$ cat config.mk
export PLATFORM = sky130hd
export DESIGN_NAME = touch_frame_decoder_flat
export DESIGN_NICKNAME = d
export VERILOG_FILES = /design/src/hdl/tfd_pkg.sv /design/src/hdl/tfd_in_if.sv /design/src/hdl/tfd_out_if.sv /design/src/hdl/touch_frame_decoder.sv /design/src/flat_wrapper.sv
export SDC_FILE = /design/constraint.sdc
export NUM_CORES = 1
export LEC_CHECK = 0
export ABC_AREA = 1
export BUFFER_PORTS_ARGS = -buffer_cell sky130_fd_sc_hd__clkbuf_2
export CORE_ASPECT_RATIO = 0.6
export CORE_MARGIN = 5
export CORE_UTILIZATION = 63
export CTS_CLUSTER_DIAMETER = 60
export DETAILED_ROUTE_END_ITERATION = 16
export PLACE_DENSITY = 0.81
export SKIP_CTS_REPAIR_TIMING = 1
export SYNTH_ARGS = -nofsm -noshare
export SYNTH_HDL_FRONTEND = slang
export SYNTH_SLANG_ARGS = --single-unit
$ cat constraint.sdc
create_clock -name clk -period 15.55 [get_ports clk]
set_input_delay 0 -clock clk [delete_from_list [all_inputs] [get_ports clk]]
set_output_delay 0 -clock clk [all_outputs]
set_load 0.05 [all_outputs]
$ cat src/hdl/tfd_pkg.sv
// Shared constants and types for the touch frame decoder.
// No dependencies; compiled first.
`timescale 1ns / 1ps

package tfd_pkg;

    // Screen geometry.
    localparam int SCREEN_W = 800;
    localparam int SCREEN_H = 600;
    localparam int SIZE_MAX = (SCREEN_W > SCREEN_H) ? SCREEN_W : SCREEN_H;
    localparam int SIZE_W   = $clog2(SIZE_MAX + 1);

    // Field widths.
    localparam int BYTE_W     = 8;
    localparam int CAL_W      = 16;
    localparam int POS_W      = 16;
    localparam int CFG_IDX_W  = 3;
    localparam int CFG_DATA_W = 16;

    // Calibration arithmetic.
    localparam int RAW_LIMIT = 1000;
    localparam int RAW_W     = $clog2(RAW_LIMIT);
    localparam int X_OFFSET  = 4;
    localparam int Y_OFFSET  = 6;
    localparam int OFF_W     = 3;
    localparam int FRAC_W    = 16;
    localparam int PROD_W    = CAL_W + SIZE_W;
    localparam int DIVD_W    = PROD_W + FRAC_W;
    localparam int V_W       = DIVD_W + 2;
    localparam int CNT_W     = $clog2(DIVD_W);

    // Configuration register indexes.
    typedef enum logic [CFG_IDX_W-1:0] {
        REG_PEN_DOWN_CODE = 3'd0,
        REG_PEN_UP_CODE   = 3'd1,
        REG_CAL_LEFT_X    = 3'd2,
        REG_CAL_LEFT_Y    = 3'd3,
        REG_CAL_RIGHT_X   = 3'd4,
        REG_CAL_RIGHT_Y   = 3'd5,
        REG_TIMEOUT_TICKS = 3'd6
    } reg_idx_t;

    // Input mode and event codes.
    localparam logic MODE_BYTE = 1'b0;
    localparam logic MODE_TICK = 1'b1;
    localparam logic EV_DOWN   = 1'b0;
    localparam logic EV_UP     = 1'b1;

endpackage

$ cat src/hdl/tfd_in_if.sv
// Request channel of the touch frame decoder: a serial byte or a timer tick.
// Depends on tfd_pkg.
`timescale 1ns / 1ps

interface tfd_in_if;
    import tfd_pkg::*;

    logic              valid;
    logic              ready;
    logic              mode;
    logic [BYTE_W-1:0] rx_byte;

    modport source (output valid, output mode, output rx_byte, input ready);
    modport sink   (input valid, input mode, input rx_byte, output ready);
endinterface

$ cat src/hdl/tfd_out_if.sv
// Event channel of the touch frame decoder: pen event and screen position.
// Depends on tfd_pkg.
`timescale 1ns / 1ps

interface tfd_out_if;
    import tfd_pkg::*;

    logic             valid;
    logic             ready;
    logic             event_res;
    logic [POS_W-1:0] pos_x;
    logic [POS_W-1:0] pos_y;

    modport source (output valid, output event_res, output pos_x, output pos_y, input ready);
    modport sink   (input valid, input event_res, input pos_x, input pos_y, output ready);
endinterface

$ cat src/hdl/touch_frame_decoder.sv
// Touch-panel serial frame decoder with two-point calibration and pen-up timeout.
// Depends on tfd_pkg, tfd_in_if and tfd_out_if.
`timescale 1ns / 1ps

//  channel  | direction | payload                      | request taken when
//  ---------+-----------+------------------------------+----------------------
//  req      | in        | mode, rx_byte                | req.valid & req.ready
//  rsp      | out       | event_res, pos_x, pos_y      | rsp.valid & rsp.ready
//  cfg_*    | in        | cfg_index, cfg_data          | cfg_we
//
// A tick that raises no event, or a byte that does not end a frame, leaves the block
// ready for the next request. A frame's last byte with both raw readings in range runs
// the calibration on each axis in turn: a multiply step, a restoring divider that
// yields the DIVD_W-bit quotient (42 bits at the default screen size) one bit per
// cycle, and a saturate step; an axis with a zero calibration span skips the divider.
// A request that raises an event then passes through the emit state, which loads the
// output register. Reset clears the control state and loads the configuration defaults.
// A result waiting in the output register does not stop new requests; only a second
// event meeting a still-full output register holds the block until the first is taken.

module touch_frame_decoder (
    input  logic                           clk,
    input  logic                           rst_n,
    tfd_in_if.sink                         req,
    tfd_out_if.source                      rsp,
    input  logic                           cfg_we,
    input  logic [tfd_pkg::CFG_IDX_W-1:0]  cfg_index,
    input  logic [tfd_pkg::CFG_DATA_W-1:0] cfg_data
);
    import tfd_pkg::*;

    // Sequencer states, one-hot.
    typedef enum logic [4:0] {
        S_IDLE = 5'b00001,
        S_MUL  = 5'b00010,
        S_DIV  = 5'b00100,
        S_FIX  = 5'b01000,
        S_EMIT = 5'b10000
    } state_t;

    state_t state_reg, state_next;

    // Configuration registers.
    logic [BYTE_W-1:0] down_code_reg, up_code_reg, timeout_reg;
    logic [CAL_W-1:0]  left_x_reg, left_y_reg, right_x_reg, right_y_reg;

    // Decoder state.
    logic              pen_down_reg, pen_down_next;
    logic [BYTE_W-1:0] tick_reg, tick_next;
    logic [2:0]        fpos_reg, fpos_next;
    logic              fdown_reg, fdown_next;
    logic [BYTE_W-1:0] fbyte_reg [3];
    logic [BYTE_W-1:0] fbyte_next [3];
    logic [POS_W-1:0]  xpos_reg, xpos_next, ypos_reg, ypos_next;

    // Calibration working registers.
    logic [RAW_W-1:0]  raw_x_reg, raw_x_next, raw_y_reg, raw_y_next;
    logic              axis_reg, axis_next;
    logic              neg_reg, neg_next;
    logic [CAL_W-1:0]  dmag_reg, dmag_next;
    logic [CAL_W-1:0]  rem_reg, rem_next;
    logic [DIVD_W-1:0] quo_reg, quo_next;
    logic [CNT_W-1:0]  cnt_reg, cnt_next;
    logic              ev_pend_reg, ev_pend_next;
    logic              ev_code_reg, ev_code_next;

    // Output register.
    logic              ov_reg, ov_next;
    logic              oev_reg, oev_next;
    logic [POS_W-1:0]  ox_reg, ox_next, oy_reg, oy_next;

    // Per-axis operand selection for the shared unit.
    logic [RAW_W-1:0]         sel_raw;
    logic [CAL_W-1:0]         sel_left, sel_right;
    logic [SIZE_W-1:0]        sel_size;
    logic [OFF_W-1:0]         sel_off;
    logic signed [CAL_W:0]    diff_s, den_s;
    logic [CAL_W-1:0]         diff_mag, den_mag;
    logic [PROD_W-1:0]        prod;
    logic [CAL_W:0]           rem_sh, rem_sub;
    logic                     fits;
    logic signed [V_W-1:0]    k_s, q_s, v_s;
    logic [POS_W-1:0]         pos_sat;
    logic [2*BYTE_W-1:0]      raw_x_full, raw_y_full;
    logic                     raw_ok;

    assign sel_raw   = axis_reg ? raw_y_reg : raw_x_reg;
    assign sel_left  = axis_reg ? left_y_reg : left_x_reg;
    assign sel_right = axis_reg ? right_y_reg : right_x_reg;
    assign sel_size  = axis_reg ? SIZE_W'(SCREEN_H) : SIZE_W'(SCREEN_W);
    assign sel_off   = axis_reg ? OFF_W'(Y_OFFSET) : OFF_W'(X_OFFSET);

    assign diff_s   = $signed({{(CAL_W + 1 - RAW_W){1'b0}}, sel_raw})
                    - $signed({1'b0, sel_right});
    assign den_s    = $signed({1'b0, sel_left}) - $signed({1'b0, sel_right});
    // Both differences stay within the magnitude of a calibration reading.
    assign diff_mag = diff_s[CAL_W] ? CAL_W'(-diff_s) : CAL_W'(diff_s);
    assign den_mag  = den_s[CAL_W] ? CAL_W'(-den_s) : CAL_W'(den_s);
    assign prod     = PROD_W'(diff_mag) * PROD_W'(sel_size);

    // One restoring division step.
    assign rem_sh  = {rem_reg, quo_reg[DIVD_W-1]};
    assign fits    = rem_sh >= {1'b0, dmag_reg};
    assign rem_sub = rem_sh - {1'b0, dmag_reg};

    // Position = (SIZE + OFF) - signed quotient, taken in 16.16 and saturated.
    assign k_s = $signed((V_W'(sel_size) + V_W'(sel_off)) << FRAC_W);
    assign q_s = $signed(V_W'(quo_reg));
    assign v_s = neg_reg ? (k_s + q_s) : (k_s - q_s);

    always_comb
    begin
        if (v_s[V_W-1])
            pos_sat = '0;
        else if (|v_s[V_W-2:FRAC_W+POS_W])
            pos_sat = '1;
        else
            pos_sat = v_s[FRAC_W+POS_W-1:FRAC_W];
    end

    // Raw readings of a completed frame; the current byte is the last one.
    always_comb
    begin
        if (fdown_reg)
        begin
            raw_x_full = (2*BYTE_W)'({fbyte_reg[0], 7'd0}) + (2*BYTE_W)'(fbyte_reg[1]);
            raw_y_full = (2*BYTE_W)'({fbyte_reg[2], 7'd0}) + (2*BYTE_W)'(req.rx_byte);
        end
        else
        begin
            raw_x_full = (2*BYTE_W)'({fbyte_reg[1], 7'd0}) + (2*BYTE_W)'(fbyte_reg[0]);
            raw_y_full = (2*BYTE_W)'({req.rx_byte, 7'd0}) + (2*BYTE_W)'(fbyte_reg[2]);
        end
    end

    assign raw_ok = (raw_x_full < (2*BYTE_W)'(RAW_LIMIT))
                 && (raw_y_full < (2*BYTE_W)'(RAW_LIMIT));

    assign req.ready = (state_reg == S_IDLE);

    // Sequencer and datapath next-state logic.
    always_comb
    begin
        state_next    = state_reg;
        pen_down_next = pen_down_reg;
        tick_next     = tick_reg;
        fpos_next     = fpos_reg;
        fdown_next    = fdown_reg;
        fbyte_next    = fbyte_reg;
        xpos_next     = xpos_reg;
        ypos_next     = ypos_reg;
        raw_x_next    = raw_x_reg;
        raw_y_next    = raw_y_reg;
        axis_next     = axis_reg;
        neg_next      = neg_reg;
        dmag_next     = dmag_reg;
        rem_next      = rem_reg;
        quo_next      = quo_reg;
        cnt_next      = cnt_reg;
        ev_pend_next  = ev_pend_reg;
        ev_code_next  = ev_code_reg;
        ov_next       = ov_reg;
        oev_next      = oev_reg;
        ox_next       = ox_reg;
        oy_next       = oy_reg;

        if (ov_reg && rsp.ready)
            ov_next = 1'b0;

        unique case (state_reg)
            S_IDLE:
            begin
                if (req.valid)
                begin
                    if (req.mode == MODE_TICK)
                    begin
                        tick_next = tick_reg + BYTE_W'(1);
                        if (tick_reg > timeout_reg)
                        begin
                            pen_down_next = 1'b0;
                            tick_next     = '0;
                            if (pen_down_reg)
                            begin
                                ev_code_next = EV_UP;
                                state_next   = S_EMIT;
                            end
                        end
                    end
                    else
                    begin
                        unique case (fpos_reg)
                            3'd0:
                            begin
                                if (req.rx_byte == down_code_reg)
                                begin
                                    fdown_next = 1'b1;
                                    fpos_next  = 3'd1;
                                end
                                else if (req.rx_byte == up_code_reg)
                                begin
                                    fdown_next = 1'b0;
                                    fpos_next  = 3'd1;
                                end
                            end
                            3'd1, 3'd2, 3'd3:
                            begin
                                fbyte_next[fpos_reg[1:0] - 2'd1] = req.rx_byte;
                                fpos_next = fpos_reg + 3'd1;
                            end
                            default:
                            begin
                                // Fourth data byte: the frame is complete.
                                fpos_next     = '0;
                                tick_next     = '0;
                                pen_down_next = fdown_reg;
                                ev_pend_next  = (fdown_reg != pen_down_reg);
                                ev_code_next  = fdown_reg ? EV_DOWN : EV_UP;
                                if (raw_ok)
                                begin
                                    raw_x_next = raw_x_full[RAW_W-1:0];
                                    raw_y_next = raw_y_full[RAW_W-1:0];
                                    axis_next  = 1'b0;
                                    state_next = S_MUL;
                                end
                                else if (fdown_reg != pen_down_reg)
                                    state_next = S_EMIT;
                            end
                        endcase
                    end
                end
            end

            S_MUL:
            begin
                if (den_s == '0)
                begin
                    // Degenerate calibration: this axis keeps its old position.
                    if (!axis_reg)
                        axis_next = 1'b1;
                    else
                        state_next = ev_pend_reg ? S_EMIT : S_IDLE;
                end
                else
                begin
                    quo_next   = {prod, {FRAC_W{1'b0}}};
                    rem_next   = '0;
                    neg_next   = diff_s[CAL_W] ^ den_s[CAL_W];
                    dmag_next  = den_mag;
                    cnt_next   = CNT_W'(DIVD_W - 1);
                    state_next = S_DIV;
                end
            end

            S_DIV:
            begin
                rem_next = fits ? rem_sub[CAL_W-1:0] : rem_sh[CAL_W-1:0];
                quo_next = {quo_reg[DIVD_W-2:0], fits};
                if (cnt_reg == '0)
                    state_next = S_FIX;
                else
                    cnt_next = cnt_reg - CNT_W'(1);
            end

            S_FIX:
            begin
                if (!axis_reg)
                begin
                    xpos_next  = pos_sat;
                    axis_next  = 1'b1;
                    state_next = S_MUL;
                end
                else
                begin
                    ypos_next  = pos_sat;
                    state_next = ev_pend_reg ? S_EMIT : S_IDLE;
                end
            end

            S_EMIT:
            begin
                if (!ov_reg || rsp.ready)
                begin
                    ov_next      = 1'b1;
                    oev_next     = ev_code_reg;
                    ox_next      = xpos_reg;
                    oy_next      = ypos_reg;
                    ev_pend_next = 1'b0;
                    state_next   = S_IDLE;
                end
            end

            default:
                state_next = S_IDLE;
        endcase
    end

    // Control state and positions.
    always_ff @(posedge clk or negedge rst_n)
    begin
        if (!rst_n)
        begin
            state_reg    <= S_IDLE;
            pen_down_reg <= 1'b0;
            tick_reg     <= '0;
            fpos_reg     <= '0;
            fdown_reg    <= 1'b0;
            xpos_reg     <= '0;
            ypos_reg     <= '0;
            axis_reg     <= 1'b0;
            cnt_reg      <= '0;
            ev_pend_reg  <= 1'b0;
            ev_code_reg  <= EV_DOWN;
            ov_reg       <= 1'b0;
        end
        else
        begin
            state_reg    <= state_next;
            pen_down_reg <= pen_down_next;
            tick_reg     <= tick_next;
            fpos_reg     <= fpos_next;
            fdown_reg    <= fdown_next;
            xpos_reg     <= xpos_next;
            ypos_reg     <= ypos_next;
            axis_reg     <= axis_next;
            cnt_reg      <= cnt_next;
            ev_pend_reg  <= ev_pend_next;
            ev_code_reg  <= ev_code_next;
            ov_reg       <= ov_next;
        end
    end

    // Payload registers.
    always_ff @(posedge clk)
    begin
        fbyte_reg <= fbyte_next;
        raw_x_reg <= raw_x_next;
        raw_y_reg <= raw_y_next;
        neg_reg   <= neg_next;
        dmag_reg  <= dmag_next;
        rem_reg   <= rem_next;
        quo_reg   <= quo_next;
        oev_reg   <= oev_next;
        ox_reg    <= ox_next;
        oy_reg    <= oy_next;
    end

    // Configuration registers; writes to unused indexes are dropped.
    always_ff @(posedge clk or negedge rst_n)
    begin
        if (!rst_n)
        begin
            down_code_reg <= 8'd128;
            up_code_reg   <= 8'd129;
            left_x_reg    <= '0;
            left_y_reg    <= '0;
            right_x_reg   <= '0;
            right_y_reg   <= '0;
            timeout_reg   <= 8'd100;
        end
        else if (cfg_we)
        begin
            unique case (reg_idx_t'(cfg_index))
                REG_PEN_DOWN_CODE: down_code_reg <= cfg_data[BYTE_W-1:0];
                REG_PEN_UP_CODE:   up_code_reg   <= cfg_data[BYTE_W-1:0];
                REG_CAL_LEFT_X:    left_x_reg    <= cfg_data[CAL_W-1:0];
                REG_CAL_LEFT_Y:    left_y_reg    <= cfg_data[CAL_W-1:0];
                REG_CAL_RIGHT_X:   right_x_reg   <= cfg_data[CAL_W-1:0];
                REG_CAL_RIGHT_Y:   right_y_reg   <= cfg_data[CAL_W-1:0];
                REG_TIMEOUT_TICKS: timeout_reg   <= cfg_data[BYTE_W-1:0];
                default:           ;
            endcase
        end
    end

    assign rsp.valid     = ov_reg;
    assign rsp.event_res = oev_reg;
    assign rsp.pos_x     = ox_reg;
    assign rsp.pos_y     = oy_reg;

    // The frame position never passes the last data byte.
    assert property (@(posedge clk) disable iff (!rst_n) fpos_reg <= 3'd4)
        else $error("frame position out of range");

    // The divider only runs with a non-zero divisor.
    assert property (@(posedge clk) disable iff (!rst_n)
        (state_reg == S_DIV) |-> (dmag_reg != '0))
        else $error("division started with a zero divisor");

    // The last division step is followed by the saturate step.
    assert property (@(posedge clk) disable iff (!rst_n)
        (state_reg == S_DIV && cnt_reg == '0) |=> (state_reg == S_FIX))
        else $error("divider did not hand over to the saturate step");

    // A new result appears only from the emit state.
    assert property (@(posedge clk) disable iff (!rst_n)
        $rose(ov_reg) |-> $past(state_reg == S_EMIT))
        else $error("result loaded outside the emit state");

endmodule
$ cat src/flat_wrapper.sv
// flat-port wrapper written by rule: the top's interface ports become plain ports
module touch_frame_decoder_flat import tfd_pkg::*;
  (clk, rst_n, cfg_we, cfg_index, cfg_data, req_valid, req_mode, req_rx_byte, req_ready, rsp_valid, rsp_event_res, rsp_pos_x, rsp_pos_y, rsp_ready);
  tfd_in_if req_i ();
  tfd_out_if rsp_i ();
  input  logic clk;
  input  logic rst_n;
  input  logic cfg_we;
  input  logic [tfd_pkg::CFG_IDX_W-1:0] cfg_index;
  input  logic [tfd_pkg::CFG_DATA_W-1:0] cfg_data;
  input wire logic [$bits(req_i.valid)-1:0] req_valid;
  input wire logic [$bits(req_i.mode)-1:0] req_mode;
  input wire logic [$bits(req_i.rx_byte)-1:0] req_rx_byte;
  output wire logic [$bits(req_i.ready)-1:0] req_ready;
  output wire logic [$bits(rsp_i.valid)-1:0] rsp_valid;
  output wire logic [$bits(rsp_i.event_res)-1:0] rsp_event_res;
  output wire logic [$bits(rsp_i.pos_x)-1:0] rsp_pos_x;
  output wire logic [$bits(rsp_i.pos_y)-1:0] rsp_pos_y;
  input wire logic [$bits(rsp_i.ready)-1:0] rsp_ready;
  assign req_i.valid = req_valid;
  assign req_i.mode = req_mode;
  assign req_i.rx_byte = req_rx_byte;
  assign req_ready = req_i.ready;
  assign rsp_valid = rsp_i.valid;
  assign rsp_event_res = rsp_i.event_res;
  assign rsp_pos_x = rsp_i.pos_x;
  assign rsp_pos_y = rsp_i.pos_y;
  assign rsp_i.ready = rsp_ready;
  touch_frame_decoder u_core (.clk(clk), .rst_n(rst_n), .req(req_i), .rsp(rsp_i), .cfg_we(cfg_we), .cfg_index(cfg_index), .cfg_data(cfg_data));
endmodule
==> results.yml <==
yosys:
  ys.warnings.count: 0
  cell_count_after_synthesis: 2752
  muxShareOfSynthArea_pct: 0.656
  synth_enable_flop_cells: 152
  ys_types: 54
  synthAdderAreaFrac_pct: 14.3
  synthesis.nets: 3006
  netlist_area_um2: 21500
  synth-async-reset-ratio_pct: 49.3
  post_synthesis_compound_gate_area_fraction_pct: 8.28
  seq_cells_post_synth: 300
  synth_area_in_simple_gates_pct: 25.4
  largest_family_of_logic_cells_by_synthesized_area: "simple AND/OR/NAND/NOR gates"
  netlist.area_leader.share_pct: 21.2
  sequential_fraction_of_the_synthesis_area_pct: 38.4
  synthXorXnorAreaFrac_pct: 4.85
  synth.area.top_cells: "edfxtp_1 (21%), dfrtp_1 (16%), nand2_1 (14%), ha_1 (10%), inv_1 (6.3%)"
  synth_flop_cell: "edfxtp_1"
  syn_avg_cell_area_um2: 7.83
  synth_top_area_cell: "edfxtp_1"
clocking:
  cts_num_sinks: 300
  cts.root.buffer_cell: "clkbuf_16"
  cts_tree: "yes"
  cts_buffers: 29
  clock_tree.buffer_depth: 3
  clock_insertion_delay_worst_skew_ps: 590
  clk_pin_slew_worst_paths_ps: 70
  cts_htree_levels: 1
placement:
  detailed_place_hpwl_mm: 42.8
  postPlaceCellArea_um2: 22300
  gp_congestion: 0.970
  port_buffers: 67
drt:
  routed_wirelength_mm: 56.2
  firstDrtPassIters: 5
  vias_per_cell: 5.66
  detailedRoute.firstIterationViolations: 1710
  wl_per_cell_um: 17.1
  via_count: 18600
  drt_drc_violations_left: 0
  detail-route-antenna-nets: 0
timing:
  finalSetupTns_ps: 0
  finalCriticalPeriod_ps: 8380
  max_clock_freq_ghz: 0.119
  timing.max_slew.rel_slack_pct: 18.9
  report.final.slew_viol_count: 0
  total_of_endpoints_with_negative_setup_slack_in_the_final_report: 0
  slew_at_the_pin_with_the_worst_max_slew_slack_ps: 1210
  hold_vio_cnt_final: 0
  rsz0062_at_grt: "no"
  fin_crit_sh_pct: 53.9
  finClkSkew_ps: 15.6
  hold_ws_ps: 7.46
grt:
  first_global_vias: 17800
  grt_pass1_wl_mm: 91.3
  grt_antenna_before_repair: 0
  global_routing_usage_summed_across_all_routing_layers_pct: 29.1
  grt_remaining_overflow: 0
  grt_start_max_net_pins: 76
floorplan:
  core_area_um2: 33700
  placementRows: 52
  boundaryPins: 68
  die_area_um2: 38100
  start_util_pct: 63.9
  die_height_um: 153
  die_boundary_width_um: 249
power_and_ir_drop:
  power.leakage_nw: 11.8
  power.density_cell_area_nw_per_um2: 215
  vdd_ir_drop_max_mv: 0.367
layout:
  syn2layout_area_growth_pct: 8.85
  layout_common_cells: "nand2_1 (779), inv_1 (359), nor2_1 (213)"
  net_count_reported_at_finish: 3067
  most_common_cell_after_layout_fill_and_taps_aside: "nand2_1"
  antenna_cells: 0
  ratio_of_cells_with_drive_above_1_in_the_final_layout_pct: 6.14
  postLayoutCellArea_um2: 23400
  largest_register_ff_count: 42
setup_path:
  worst_r2r_path_depth: 32
  criticalPathCategory: "reg2reg"
  worst-r2r-setup-slack_ps: 7170
  critical-path-max-stage-delay_ps: 700
  worstSetupEndpointType: "register"
  worst_path_max_delay_cell: "buf_4"
  path_max_fanout: 75
  crit_top_cell: "nand2_1"
  worstReg2RegEnd: "u_core.quo_reg[37]"
  worstSetupStartpointType: "register"
  cp_data_required_time_ps: 15860
  critical_path_arrival_ps: 8690
  critical_path.reg2reg.startpoint: "u_core.axis_reg"
min_path:
  hold_path.class: "in2async"
status:
  status: "finished, final reports clean"
job:
  maxCapViolations: 0
metal layers:
layer  wire (um)  track usage [%]  part of all wire, %
met5           0                0                    0
met4         823             4.86                  1.5
met3        6210             9.07                   11
met2       23000             41.9                   41
met1       26200             44.0                   47
per-stage QoR:
stage | setup WS [ps] | cells | power, W | util [%]
3_5_place_dp | 7260 | 3213 | 0.00433 | 66.0
2_1_floorplan | 8190 | 2752 | 0.00367 | -
3_3_place_gp | 7630 | 3213 | 0.00421 | 66.0
5_1_grt | 6590 | 3295 | 0.00559 | 69.6
4_1_cts | 7230 | 3267 | 0.00503 | 68.7
6_report | 7170 | 3295 | 0.00504 | 69.6
worst max-delay path, delay by kind of cell, from the launching register on:
family | cells | cell delay, ps
flip-flops | 1 | 370
buffers and inverters | 5 | 940
XOR/XNOR | 1 | 320
AND/OR/NAND/NOR | 12 | 1870
multiplexers | 1 | 610
AO/OA/AOI/OAI | 6 | 1190
adder cells (fa/ha/maj) | 7 | 2750
worst max path at each step:
stage	startpoint	endpoint	slack (ps)	cells after the start
CTS	u_core.axis_reg	u_core.quo_reg[37]	7230	32
global route	u_core.axis_reg	u_core.quo_reg[37]	6590	32
floorplan	u_core.axis_reg	u_core.quo_reg[37]	8190	37
global placement	u_core.axis_reg	u_core.quo_reg[37]	7630	31
finish	u_core.axis_reg	u_core.quo_reg[37]	7170	32
detailed placement	u_core.axis_reg	u_core.quo_reg[37]	7260	32
where the power goes:
| group | switching (W) | leakage, nW | total [W] | internal, W |
|---|---|---|---|---|
| registers | 0.0000460 | 3.38 | 0.00112 | 0.00108 |
| clock network | 0.000320 | 0.444 | 0.000694 | 0.000374 |
| logic | 0.00193 | 7.99 | 0.00322 | 0.00129 |
logic make-up (layout without fill, tap and decap cells):
logic type,Yosys count,after routing
AO/OA/AOI/OAI,337,337
XOR/XNOR,115,115
adder cells (fa/ha/maj),221,221
buffers and inverters,455,539
flip-flops,300,300
multiplexers,14,14
other,1,1
AND/OR/NAND/NOR,1309,1309
Yosys cell counts, types with 3 or more instances:
master	count
a21boi_0	3
ha_1	178
xor2_2	5
nand3b_1	6
a21oi_1	82
dfstp_2	7
o211ai_1	6
clkbuf_1	68
o22ai_1	3
inv_1	359
buf_2	8
nor2_2	5
o21bai_1	4
nand3_1	167
nor3b_1	3
nand2_1	780
o21ai_1	17
and3_1	6
fa_1	43
nand4_1	47
and2_1	4
edfxtp_1	152
xor2_1	65
or2_1	8
mux2i_1	13
nand2_2	4
dfrtp_1	141
inv_2	14
a31oi_1	8
nor4_1	10
xnor2_1	45
nor2_1	214
or2_2	4
nor3_1	45
a21o_1	5
o21ai_0	197
o31ai_1	4
layout make-up:
class | count | area (um2)
flip-flops and latches | 300 | 8280
repair buffers | 110 | 734
clock inverters | 10 | 75.1
multi-input cells | 1997 | 11500
clock buffers | 44 | 836
inverters | 375 | 1410
well taps | 459 | 574
fillers | 2758 | 10300
Note: power is estimated with default switching activity, not from simulation.
